[config.mk]
export PLATFORM = sky130hd
export DESIGN_NAME = sspt_ram
export DESIGN_NICKNAME = d
export VERILOG_FILES = /design/src/hw/rtl/sspt_ram.sv
export SDC_FILE = /design/constraint.sdc
export NUM_CORES = 1
export LEC_CHECK = 0
export ABC_CLOCK_PERIOD_IN_PS = 3080
export CAP_MARGIN = 30
export CORE_MARGIN = 2
export CORE_UTILIZATION = 50
export CTS_CLUSTER_DIAMETER = 40
export DETAILED_ROUTE_END_ITERATION = 8
export DONT_BUFFER_PORTS = 1
export GPL_TIMING_DRIVEN = 0
export PLACE_DENSITY = 0.73
export SLEW_MARGIN = 30
export SYNTH_ARGS = -nofsm -noshare
export SYNTH_HDL_FRONTEND = slang
export SYNTH_SLANG_ARGS = --single-unit
export TNS_END_PERCENT = 50
[constraint.sdc]
create_clock -name clock -period 3.08 [get_ports clock]
set_clock_uncertainty 0.05 [all_clocks]
set_input_delay 0.616 -clock clock [delete_from_list [all_inputs] [get_ports clock]]
set_output_delay 0.616 -clock clock [all_outputs]
set_load 0.01 [all_outputs]
[src/hw/rtl/sspt_ram.sv]
// generic single-port-write, single-port-read ram with registered read
`default_nettype none
module sspt_ram #(
   parameter int WIDTH = 8,
   parameter int DEPTH = 32
) (
   input  wire logic                     clock,
   input  wire logic                     wr_en,
   input  wire logic [$clog2(DEPTH)-1:0] wr_addr,
   input  wire logic [WIDTH-1:0]         wr_data,
   input  wire logic [$clog2(DEPTH)-1:0] rd_addr,
   output logic      [WIDTH-1:0]         rd_data
);
   logic [WIDTH-1:0] mem_ff [DEPTH];
   always_ff @(posedge clock) begin
      if (wr_en) mem_ff[wr_addr] <= wr_data;
      rd_data <= mem_ff[rd_addr];
   end
endmodule
`default_nettype wire

# == Word level (Yosys, flattened, before mapping) ==
# Memories as Yosys holds them, arrays and structs flattened. A register that Yosys moved wholly into a read port is not among the register bits.
# Cells that the tools add are included.
# op_classes
mux,2
# op_table
cell,n
two-way mux 1 bit,2
# word_totals
regBits,0
mem_bits_rw,256
in_bits,20
out_inout_bits,8
elab_cells,3
n_memories,1
# memory_table
memory,depth,word_bits,read_ports,rd_ports_with_merged_regs,write_ports,line_no,source
mem_ff,32,8,1,1,1,14,logic [WIDTH-1:0] mem_ff [DEPTH];

# == Depth between registers and ports, before layout ==
# depth
depth_word,2
mapped_depth,5
mapped_depth_nobuf,3

# == Worst setup path after synthesis ==
# Ideal clock, no wire load.
# synth_path
path_type,input -> register
startpoint,input rd_addr[2]
endpoint,"register rd_data[0], read port of mem_ff"
setup_ps,121
arrival_time_ps,2298
t_required_ps,2909
path_slack_ps,612
path_stages,5
path_buffers,2
path_cell_list,clkbuf_1 clkbuf_1 mux4_2 mux4_2 mux2_2
# synth_rtl
element,line_no,source
"start, declared",11,"input wire logic [$clog2(DEPTH)-1:0] rd_addr,"
"end, declared",12,output logic [WIDTH-1:0] rd_data

==> flow_summary.json <==
{
  "async_flop_share_pct": 0,
  "routedWlPerCell_um": 27.9,
  "ys_seq_area_share_pct": 78.1,
  "coreArea_mm2": 0.0196,
  "synthToLayoutAreaGrowth_pct": 13.5,
  "vias": 4514,
  "dp.cells": 682,
  "grtUsageMet3_pct": 4.11,
  "vias_per_cell": 6.13,
  "worstSetupPathType": "primary input to flip-flop",
  "synth_seq_cells": 264,
  "antennaDiodeCount": 0,
  "first_iter_violations": 537,
  "worstPathArrival_ps": 2960,
  "cts-root-buf": "clkbuf_16",
  "cts_max_level": 1,
  "die_y_um": 146,
  "gp_congestion": 0.764,
  "synth_edf_count": 256,
  "cp_cell_sequence": "clkbuf_1, clkbuf_1, mux4_2, mux4_2, mux2_2",
  "finalSetupViolCount": 0,
  "routed_wl_um": 20500,
  "cp.required_ps": 3460,
  "first_global_vias": 4672,
  "core.rowCount": 51,
  "grt.busiest_layer": "met2",
  "worst_setup_path_end_kind": "flip-flop",
  "fin_crit_ps": 2590,
  "yosysUniqueCellTypes": 15,
  "min_period_over_period_pct": 84.0,
  "drtAntennaViolNets": 0,
  "nets": 469,
  "syn_area_mm2": 0.0101,
  "post_cts_buffers": 0,
  "track_usage_pct": 19.7,
  "die_x_um": 146,
  "grt_pass1_wl_um": 30400,
  "slew_headroom_pct": 40.3,
  "drive_gt1_share_pct": 31.4,
  "synth_top_area_cell": "edfxtp_1",
  "syn_inst": 417,
  "hold_class": "primary input to flip-flop",
  "antenna_found_initial": 0,
  "syn_nets": 437,
  "start_util_pct": 51.3,
  "fin_cells": 736,
  "first_pass_iters": 5,
  "start_kind": "primary input",
  "crit_slowest_cell": "clkbuf_1",
  "ys_warn_count": 0,
  "timing.fmax_mhz": 387,
  "rsz0062_at_grt": "no",
  "drc_errors": 0,
  "clk_pin_slew_ps": 60,
  "io_pins": 28,
  "cts_buffers": 30,
  "ys.flop_type": "edfxtp_1",
  "yosys-top-cells-count": "edfxtp_1, mux4_2, nor2_1",
  "worst_slew_pin_slew_ps": 891,
  "overflow": 0,
  "ctsHoldBuffers": 0,
  "clock_latency_ps": 550,
  "cts.sinks": 264,
  "synth_most_common_cell": "edfxtp_1",
  "met1_usage_pct": 28.2,
  "finalHoldViolations": 0,
  "leakagePower_nw": 3.51,
  "dp_hpwl_um": 12700,
  "clock_path_buffers": 3,
  "status": "finished clean",
  "power_density_mw_per_mm2": 695,
  "ctsResizeCount": 0,
  "io_buffers": 0,
  "grt_max_degree": 33,
  "drv_slew": 0,
  "slowest_delay_ps": 620,
  "die-area_mm2": 0.0213,
  "worst-path-max-fanout": 10,
  "use_met2_pct": 31.6,
  "cap_violations": 0,
  "cts_tree": "yes",
  "synthDominantCellAreaShare_pct": 76.5,
  "netlist_top_cells_area": "edfxtp_1, mux4_2, dfxtp_1",
  "placed_cell_area_mm2": 0.0104,
  "avgSynthCellArea_um2": 24.1,
  "peakVddDrop_uv": 365,
  "fin_area_mm2": 0.0114
}
-- critical path: cells and delay by family --
family / cells / cell delay, ps
buffers and inverters: 2 / 1080
multiplexers: 3 / 1250
-- final cells by class --
type / instances / area (um2)
Buffer: 20 / 108
Fill cell: 1367 / 8180
Clock buffer: 33 / 783
Sequential cell: 264 / 7850
Clock inverter: 21 / 238
Tap cell: 265 / 332
Multi-Input combinational cell: 133 / 2100
-- placed cells by master (no fill, tap or decap), types with 5 or more instances in the layout --
cell	instances
mux2_2	8
dfxtp_1	8
edfxtp_1	256
mux4_2	80
nor2_1	33
nand3b_1	5
clkbuf_1	8
clkbuf_16	31
buf_4	6
buf_1	5
-- cells by family after synthesis --
family	count (synthesis)	share of synthesized area, %
flip-flops	264	78.1
buffers and inverters	20	1.06
AND/OR/NAND/NOR	45	2.07
multiplexers	88	18.8
-- power by group --
| group | total, mW | internal [mW] | switching [mW] |
|---|---|---|---|
| clock network | 3.61 | 2.18 | 1.43 |
| registers | 4.02 | 4.00 | 0.0226 |
| logic | 0.294 | 0.147 | 0.147 |
| total | 7.92 | 6.33 | 1.60 |
-- registers in the layout (all words and copies together), names as in the netlist --
signal   cells
mem_ff     256
rd_data      8
-- layer usage --
layer,vias to the layer above,share of wire (%)
met5,-,0
met4,0,1.5
met3,21,9.0
met2,260,49
met1,2385,41
li1,1848,-
-- worst paths after layout --
path            startpoint       endpoint  slack, ps  cells past startpoint
max             rd_addr[2]     rd_data[0]        490                      5
min reg2reg  mem_ff[22][5]     rd_data[5]        860                      3
min             wr_data[6]  mem_ff[10][6]        110                      0
max reg2reg  mem_ff[12][4]     rd_data[4]       1150                      3
-- stage by stage --
step | power, mW | setup slack, ps | hold WS [ps] | util [%] | setup TNS, ps
floorplan | 4.30 | 612 | 665 | - | 0
global placement | 4.38 | -56.1 | 667 | 53.0 | -276
detailed placement | 4.39 | -58.3 | 667 | 53.0 | -243
CTS | 7.95 | 488 | 95.5 | 58.2 | 0
global route | 8.13 | 449 | 96.4 | 58.2 | 0
finish | 7.92 | 494 | 109 | 58.2 | 0
Power figures use the tool's default switching activity.
